[src/sv/tnon_pkg.sv]
// shared types and codes for the telnet option negotiator
`default_nettype none

package tnon_pkg;

    // item modes
    localparam logic [1:0] MODE_BYTE      = 2'd0;
    localparam logic [1:0] MODE_EN_LOCAL  = 2'd1;
    localparam logic [1:0] MODE_EN_REMOTE = 2'd2;

    // telnet command bytes
    localparam logic [7:0] B_SB   = 8'd250;
    localparam logic [7:0] B_WILL = 8'd251;
    localparam logic [7:0] B_DONT = 8'd254;
    localparam logic [7:0] B_IAC  = 8'd255;

    // reply verbs
    localparam logic [1:0] VERB_WILL = 2'd0;
    localparam logic [1:0] VERB_WONT = 2'd1;
    localparam logic [1:0] VERB_DO   = 2'd2;
    localparam logic [1:0] VERB_DONT = 2'd3;

    typedef struct packed {
        logic       data_valid;
        logic [7:0] data;
        logic       neg_valid;
        logic [1:0] verb;
    } parse_res_t;

    typedef enum logic [1:0] {
        QOP_NONE,
        QOP_NEG,
        QOP_EN_LOCAL,
        QOP_EN_REMOTE
    } qop_t;

    typedef struct packed {
        qop_t       op;
        logic [1:0] verb;
        logic [7:0] option;
    } qreq_t;

    typedef struct packed {
        logic       valid;
        logic [1:0] command;
        logic [7:0] option;
    } qrsp_t;

endpackage

`default_nettype wire

[src/sv/telnet_option_negotiator_core.sv]
// top level of the telnet option negotiator
`default_nettype none

// Accepts one transaction per cycle: a received telnet byte (mode 0) or a
// request to enable a local (mode 1) or remote (mode 2) option. Each item is
// resolved by the byte parser and the q-method option table while it sits in
// the input register, giving zero or one result that is registered into the
// output register when the item is processed. Throughput is one item per
// cycle while the output side does not stall; a stalled result holds the
// item behind it and then stalls the input. Results are data bytes (kind 0)
// or negotiation replies (kind 1); options at or above NUM_OPTIONS are
// refused and enable requests for them are ignored.

module telnet_option_negotiator_core
    import tnon_pkg::*;
#(
    parameter int NUM_OPTIONS = 4
)
(
    input  wire logic       clk,
    input  wire logic       rst_n,
    input  wire logic       in_valid,
    output logic            in_stall,
    input  wire logic [1:0] mode,
    input  wire logic [7:0] byte_value,
    output logic            out_valid,
    input  wire logic       out_stall,
    output logic            kind,
    output logic [7:0]      data_byte,
    output logic [1:0]      reply_command,
    output logic [7:0]      reply_option
);

    logic       in_valid_reg;
    logic [1:0] mode_reg;
    logic [7:0] byte_reg;

    logic       out_valid_reg;
    logic       kind_reg;
    logic [7:0] data_reg;
    logic [1:0] cmd_reg;
    logic [7:0] opt_reg;

    logic       in_accept, proc_fire;
    parse_res_t parse_res;
    qreq_t      qreq;
    qrsp_t      qrsp;

    assign proc_fire = in_valid_reg && (!out_valid_reg || !out_stall);
    assign in_stall  = in_valid_reg && !proc_fire;
    assign in_accept = in_valid && !in_stall;

    tnon_parser u_parser (
        .clk        (clk),
        .rst_n      (rst_n),
        .fire       (proc_fire && (mode_reg == MODE_BYTE)),
        .byte_value (byte_reg),
        .res        (parse_res)
    );

    always_comb
    begin
        qreq.op     = QOP_NONE;
        qreq.verb   = parse_res.verb;
        qreq.option = byte_reg;
        if (parse_res.neg_valid)
        begin
            qreq.op = QOP_NEG;
        end
        else if (proc_fire && (mode_reg == MODE_EN_LOCAL))
        begin
            qreq.op = QOP_EN_LOCAL;
        end
        else if (proc_fire && (mode_reg == MODE_EN_REMOTE))
        begin
            qreq.op = QOP_EN_REMOTE;
        end
    end

    tnon_qtable #(
        .NUM_OPTIONS (NUM_OPTIONS)
    ) u_qtable (
        .clk   (clk),
        .rst_n (rst_n),
        .req   (qreq),
        .rsp   (qrsp)
    );

    always_ff @(posedge clk or negedge rst_n)
    begin
        if (!rst_n)
        begin
            in_valid_reg  <= 1'b0;
            out_valid_reg <= 1'b0;
        end
        else
        begin
            if (in_accept)
            begin
                in_valid_reg <= 1'b1;
            end
            else if (proc_fire)
            begin
                in_valid_reg <= 1'b0;
            end
            if (proc_fire)
            begin
                out_valid_reg <= parse_res.data_valid || qrsp.valid;
            end
            else if (!out_stall)
            begin
                out_valid_reg <= 1'b0;
            end
        end
    end

    // payload registers, no reset
    always_ff @(posedge clk)
    begin
        if (in_accept)
        begin
            mode_reg <= mode;
            byte_reg <= byte_value;
        end
        if (proc_fire)
        begin
            kind_reg <= qrsp.valid;
            data_reg <= parse_res.data_valid ? parse_res.data : 8'd0;
            cmd_reg  <= qrsp.command;
            opt_reg  <= qrsp.option;
        end
    end

    assign out_valid     = out_valid_reg;
    assign kind          = kind_reg;
    assign data_byte     = data_reg;
    assign reply_command = cmd_reg;
    assign reply_option  = opt_reg;

endmodule

`default_nettype wire

[src/sv/tnon_parser.sv]
// telnet byte stream parser: strips iac commands and subnegotiation
`default_nettype none

module tnon_parser
    import tnon_pkg::*;
(
    input  wire logic       clk,
    input  wire logic       rst_n,
    input  wire logic       fire,
    input  wire logic [7:0] byte_value,
    output parse_res_t      res
);

    typedef enum logic [2:0] {
        ST_IDLE  = 3'd0,
        ST_IAC   = 3'd1,
        ST_OPT   = 3'd2,
        ST_SB    = 3'd3,
        ST_SBIAC = 3'd4
    } pstate_t;

    pstate_t    state_reg, state_next;
    logic [1:0] verb_reg, verb_next;

    always_comb
    begin
        state_next = state_reg;
        verb_next  = verb_reg;
        res        = '0;
        unique case (state_reg)
            ST_IAC:
            begin
                if (byte_value == B_SB)
                begin
                    state_next = ST_SB;
                end
                else if (byte_value >= B_WILL && byte_value <= B_DONT)
                begin
                    verb_next  = 2'(byte_value - B_WILL);
                    state_next = ST_OPT;
                end
                else
                begin
                    state_next = ST_IDLE;
                    // escaped 255 goes up as data
                    if (byte_value == B_IAC)
                    begin
                        res.data_valid = 1'b1;
                        res.data       = byte_value;
                    end
                end
            end
            ST_OPT:
            begin
                state_next    = ST_IDLE;
                res.neg_valid = 1'b1;
                res.verb      = verb_reg;
            end
            ST_SB:
            begin
                if (byte_value == B_IAC)
                begin
                    state_next = ST_SBIAC;
                end
            end
            ST_SBIAC:
            begin
                state_next = (byte_value == B_IAC) ? ST_SB : ST_IDLE;
            end
            default:
            begin
                if (byte_value == B_IAC)
                begin
                    state_next = ST_IAC;
                end
                else
                begin
                    state_next     = ST_IDLE;
                    res.data_valid = 1'b1;
                    res.data       = byte_value;
                end
            end
        endcase
        if (!fire)
        begin
            state_next = state_reg;
            verb_next  = verb_reg;
            res        = '0;
        end
    end

    always_ff @(posedge clk or negedge rst_n)
    begin
        if (!rst_n)
        begin
            state_reg <= ST_IDLE;
            verb_reg  <= VERB_WILL;
        end
        else
        begin
            state_reg <= state_next;
            verb_reg  <= verb_next;
        end
    end

endmodule

`default_nettype wire

[src/sv/tnon_qtable.sv]
// per-option q-method negotiation table for the local and remote sides
`default_nettype none

module tnon_qtable
    import tnon_pkg::*;
#(
    parameter int NUM_OPTIONS = 4
)
(
    input  wire logic clk,
    input  wire logic rst_n,
    input  qreq_t     req,
    output qrsp_t     rsp
);

    localparam int IDX_W = (NUM_OPTIONS > 1) ? $clog2(NUM_OPTIONS) : 1;

    typedef enum logic [2:0] {
        Q_NO      = 3'd0,
        Q_WNO_E   = 3'd1,
        Q_WNO_O   = 3'd2,
        Q_WYES_E  = 3'd3,
        Q_WYES_O  = 3'd4,
        Q_YES     = 3'd5
    } q_state_t;

    typedef struct packed {
        q_state_t   state;
        logic       reply;
        logic [1:0] verb;
    } q_upd_t;

    // peer sent WILL or DO
    function automatic q_upd_t q_positive(q_state_t st, logic wanted,
                                          logic [1:0] yes_v, logic [1:0] no_v);
        q_upd_t u;
        u.state = st;
        u.reply = 1'b0;
        u.verb  = no_v;
        case (st)
            Q_NO:
            begin
                u.reply = 1'b1;
                if (wanted)
                begin
                    u.state = Q_YES;
                    u.verb  = yes_v;
                end
            end
            Q_WNO_E:  u.state = Q_NO;
            Q_WNO_O:  u.state = Q_YES;
            Q_WYES_E: u.state = Q_YES;
            Q_WYES_O:
            begin
                u.state = Q_WNO_E;
                u.reply = 1'b1;
            end
            default:  u.state = st;
        endcase
        return u;
    endfunction

    // peer sent WONT or DONT
    function automatic q_upd_t q_negative(q_state_t st,
                                          logic [1:0] yes_v, logic [1:0] no_v);
        q_upd_t u;
        u.state = st;
        u.reply = 1'b0;
        u.verb  = no_v;
        case (st)
            Q_WNO_E, Q_WYES_E, Q_WYES_O: u.state = Q_NO;
            Q_WNO_O:
            begin
                u.state = Q_WYES_E;
                u.reply = 1'b1;
                u.verb  = yes_v;
            end
            Q_YES:
            begin
                u.state = Q_NO;
                u.reply = 1'b1;
            end
            default: u.state = st;
        endcase
        return u;
    endfunction

    function automatic q_upd_t q_enable(q_state_t st, logic [1:0] verb);
        q_upd_t u;
        u.state = st;
        u.reply = 1'b0;
        u.verb  = verb;
        case (st)
            Q_NO:
            begin
                u.state = Q_WYES_E;
                u.reply = 1'b1;
            end
            Q_WNO_E:  u.state = Q_WNO_O;
            Q_WYES_O: u.state = Q_WYES_E;
            default:  u.state = st;
        endcase
        return u;
    endfunction

    q_state_t   loc_state_reg [NUM_OPTIONS];
    logic       loc_want_reg  [NUM_OPTIONS];
    q_state_t   rem_state_reg [NUM_OPTIONS];
    logic       rem_want_reg  [NUM_OPTIONS];

    logic [IDX_W-1:0] idx;
    logic             in_range;
    q_upd_t           upd;
    logic             loc_we, rem_we, set_want;

    assign idx      = req.option[IDX_W-1:0];
    assign in_range = ({1'b0, req.option} < 9'(NUM_OPTIONS));

    always_comb
    begin
        upd      = '{state: Q_NO, reply: 1'b0, verb: VERB_WILL};
        loc_we   = 1'b0;
        rem_we   = 1'b0;
        set_want = 1'b0;
        unique case (req.op)
            QOP_NEG:
            begin
                if (!in_range)
                begin
                    // options outside the table are always refused
                    upd.reply = (req.verb == VERB_WILL) || (req.verb == VERB_DO);
                    upd.verb  = (req.verb == VERB_WILL) ? VERB_DONT : VERB_WONT;
                end
                else
                begin
                    unique case (req.verb)
                        VERB_WILL:
                        begin
                            upd    = q_positive(rem_state_reg[idx], rem_want_reg[idx],
                                                VERB_DO, VERB_DONT);
                            rem_we = 1'b1;
                        end
                        VERB_WONT:
                        begin
                            upd    = q_negative(rem_state_reg[idx], VERB_DO, VERB_DONT);
                            rem_we = 1'b1;
                        end
                        VERB_DO:
                        begin
                            upd    = q_positive(loc_state_reg[idx], loc_want_reg[idx],
                                                VERB_WILL, VERB_WONT);
                            loc_we = 1'b1;
                        end
                        default:
                        begin
                            upd    = q_negative(loc_state_reg[idx], VERB_WILL, VERB_WONT);
                            loc_we = 1'b1;
                        end
                    endcase
                end
            end
            QOP_EN_LOCAL:
            begin
                if (in_range)
                begin
                    upd      = q_enable(loc_state_reg[idx], VERB_WILL);
                    loc_we   = 1'b1;
                    set_want = upd.reply;
                end
            end
            QOP_EN_REMOTE:
            begin
                if (in_range)
                begin
                    upd      = q_enable(rem_state_reg[idx], VERB_DO);
                    rem_we   = 1'b1;
                    set_want = upd.reply;
                end
            end
            default:
            begin
                upd.reply = 1'b0;
            end
        endcase
    end

    assign rsp.valid   = upd.reply;
    assign rsp.command = upd.reply ? upd.verb : 2'd0;
    assign rsp.option  = upd.reply ? req.option : 8'd0;

    always_ff @(posedge clk or negedge rst_n)
    begin
        if (!rst_n)
        begin
            for (int i = 0; i < NUM_OPTIONS; i++)
            begin
                loc_state_reg[i] <= Q_NO;
                loc_want_reg[i]  <= 1'b0;
                rem_state_reg[i] <= Q_NO;
                rem_want_reg[i]  <= 1'b0;
            end
        end
        else
        begin
            if (loc_we)
            begin
                loc_state_reg[idx] <= upd.state;
                if (set_want)
                begin
                    loc_want_reg[idx] <= 1'b1;
                end
            end
            if (rem_we)
            begin
                rem_state_reg[idx] <= upd.state;
                if (set_want)
                begin
                    rem_want_reg[idx] <= 1'b1;
                end
            end
        end
    end

endmodule

`default_nettype wire

[config.mk]
export PLATFORM = sky130hd
export DESIGN_NAME = telnet_option_negotiator_core
export DESIGN_NICKNAME = d
export VERILOG_FILES = /design/src/sv/tnon_pkg.sv /design/src/sv/telnet_option_negotiator_core.sv /design/src/sv/tnon_parser.sv /design/src/sv/tnon_qtable.sv
export SDC_FILE = /design/constraint.sdc
export NUM_CORES = 1
export LEC_CHECK = 0
export ABC_CLOCK_PERIOD_IN_PS = 4100
export BUFFER_PORTS_ARGS = -buffer_cell sky130_fd_sc_hd__buf_2
export CORE_MARGIN = 4
export CORE_UTILIZATION = 39
export DETAILED_ROUTE_END_ITERATION = 10
export PLACE_DENSITY_LB_ADDON = 0.2
export REMOVE_ABC_BUFFERS = 1
export SYNTH_ARGS = -nofsm -noshare
export SYNTH_HDL_FRONTEND = slang
export SYNTH_SLANG_ARGS = --single-unit
[constraint.sdc]
create_clock -name clk -period 4.1 [get_ports clk]
set_input_delay 0.205 -clock clk [delete_from_list [all_inputs] [get_ports clk]]
set_output_delay 0.205 -clock clk [all_outputs]
set_load 0.02 [all_outputs]
==> summary.txt <==
Drt
  – First-pass iteration count of the detailed router: 4
  – DR vias/cell: 5.54
  – Routed WL: 7350 um
  – Avg WL per Cell: 16.9 um
  – Vias: 2417
  – Antenna viol nets, final: 0
  – DRC Markers: 0
  – Drt initial violations: 107

Timing
  – Final setup violation count: 0
  – Slew margin rel.: 0.339
  – Worst-Margin Slew: 0.990 ns
  – Worst Skew: 0.0123 ns
  – Fin crit share: 0.730
  – Unrepaired setup endpoints after global routing: false
  – Max-slew violations: 0
  – Tmin final: 2.99 ns
  – Fin. Hold Viols: 0
  – Setup TNS: 0 ns
  – Peak Freq: 334 MHz
  – Final Hold Slack: 0.0304 ns

Clock tree
  – Clock slew at reported path FFs: 0.08 ns
  – # clock sinks: 68
  – Max Buffers Root-to-Sink: 2
  – CTS tree: built
  – Setup repair bufs after CTS: 0
  – Root Driver: clkbuf_8
  – Cts bufs inserted: 9
  – Max H-tree Level: 3
  – Clock Latency Late Sink: 0.35 ns

Critical path
  – Worst-path fanout max: 14
  – Worst EP required: 4.31 ns
  – Kind of critical path: reg -> reg
  – Crit path DAT: 3.21 ns
  – CP Launch Type: flip-flop
  – Slowest cell delay on critical path: 0.80 ns
  – CP cell instances: ha_1 > nand2_1 > nor3_1 > and3_1 > o21ai_0 > a21oi_1 > and2_1
  – Slowest stage cell, crit path: edfxtp_1
  – Crit end category: flip-flop

Hold path
  – Hold Crit Class: in -> reg

Global route
  – First-pass GRT wire length: 12100 um
  – Antenna violations before repair: 0
  – Vias in the first global route: 2371
  – Tot GR Track Use: 0.152
  – Grt ovf: 0
  – Largest net degree at the start of global routing: 40

Synthesis
  – Synthesized cell area: 3450 um2
  – Ranking of synthesized cells by area: dfrtp_1, edfxtp_1, mux2_2, mux4_2, mux2_1
  – Ys async rst share: 0.574
  – Mean Syn Cell Area: 12.2 um2
  – Synth unique cells: 53
  – Post-synth top flop: dfrtp_1
  – Number of synthesized flops with an enable pin: 29
  – Ys Warns: 0
  – Post-synthesis sequential area ratio: 0.536
  – Mapped Cells: 283
  – #FFs+latches synth: 68
  – Yosys top cell by area: dfrtp_1
  – Count leader, synth: dfrtp_1
  – Top cell type's share of synthesized area: 0.283
  – Synth cell count leaders: dfrtp_1, edfxtp_1, mux2_2, nand2_1, nor2_1

Floorplan
  – Die Ht: 102 um
  – Die Span X: 102 um
  – Core area: 8680 um2
  – Initial Utilization: 0.397
  – I/O pin count: 35
  – Cell row count: 34
  – Die footprint: 10400 um2

Final layout
  – Fin nets: 341
  – Layout overhead on the synthesized area: 14.4%
  – Layout cell share with drive strength beyond 1: 0.302
  – Diode count: 0

Power and ir drop
  – Worst vdd ir: 0.000262 V
  – Pwr dens: 358 nW/um2
  – Pleak: 1.66 nW

Status
  – Outcome: finished, final reports clean

Place
  – Detailed placement HPWL: 5290 um
  – GP Congestion: 0.858
  – Port-buffer cells: 34

Flow run
  – Max-cap check violation count: 0
==> final timing paths <==
check	startpoint	to	slack [ns]	cells past startpoint
setup / recovery	byte_reg[0]	data_byte[1]	1.11	7
hold / removal	byte_value[0]	byte_reg[0]	0.03	1
setup reg to reg	byte_reg[0]	data_byte[1]	1.11	7
hold reg to reg	u_qtable.rem_want_reg[1]	u_qtable.rem_want_reg[1]	0.47	1
max in group asynchronous	rst_n	u_qtable.loc_want_reg[1]	3.04	2
min in group asynchronous	rst_n	u_qtable.rem_state_reg[9]	0.51	2
==> power breakdown <==
group          total (mW)  internal, mW  switching, mW
logic              0.0867        0.0297         0.0570
registers           0.751         0.735         0.0158
clock network       0.576         0.291          0.285
total                1.41          1.06          0.358
==> area by class of cell <==
| class | instances | area, um2 |
|---|---|---|
| clock buffer | 9 | 124 |
| clock inverter | 7 | 82.6 |
| fill | 817 | 4730 |
| inverter | 13 | 48.8 |
| multi-input combinational | 191 | 1480 |
| sequential | 68 | 1850 |
| tap | 108 | 135 |
| timing repair buffer | 40 | 223 |
==> critical path: cells and delay by family (launching register included) <==
family | cells | cell delay, ns
and+or+nand+nor | 4 | 1.09
AOI/OAI and AO/OA | 2 | 0.59
DFF | 1 | 0.80
adders and majority gates | 1 | 0.37
==> routing by layer <==
metal	vias to the layer above	GRT usage	share of wire
li1	1140	-	-
met1	1196	0.200	0.47
met2	63	0.240	0.47
met3	18	0.0389	0.046
met4	0	0.0605	0.022
met5	-	0	0
==> repair_timing <==
item / CTS / global route
hold buffers: 3 / 0
gates resized for setup: 0 / 0
hold endpoints to repair: 41 / 0
==> stage by stage <==
stage,instance area [um2],std cells,util,worst slack [ns],power (mW)
after floorplan,3380,272,-,0.664,0.810
after global placement,3710,417,0.427,1.16,0.851
after detailed placement,3710,417,0.427,1.15,0.852
after CTS,3940,436,0.454,1.10,1.44
after global routing,3940,436,0.454,0.753,1.47
final,3940,436,0.454,1.11,1.41
==> kinds of logic (layout without fill, tap and decap cells) <==
kind of cell,Yosys count,count (layout),synth area share
AO/OA/AOI/OAI,60,60,0.130
XOR/XNOR,1,1,0.00254
AND/OR/NAND/NOR,92,92,0.146
multiplexers,34,34,0.136
adder cells (fa/ha/maj),4,4,0.0145
flip-flops,68,68,0.536
buffers and inverters,24,69,0.0348
==> cells in the final DEF (no fill, tap or decap), types with 10 or more instances in the layout <==
master / Yosys / layout
dfrtp_1: 39 / 39
buf_2: 6 / 34
edfxtp_1: 29 / 29
nand2_1: 16 / 16
mux2_2: 16 / 16
nor2_1: 15 / 15
a21oi_1: 13 / 13
inv_1: 12 / 12
nor3_1: 12 / 12
o21ai_0: 11 / 11
and2_1: 10 / 10
Power figures use the tool's default switching activity.
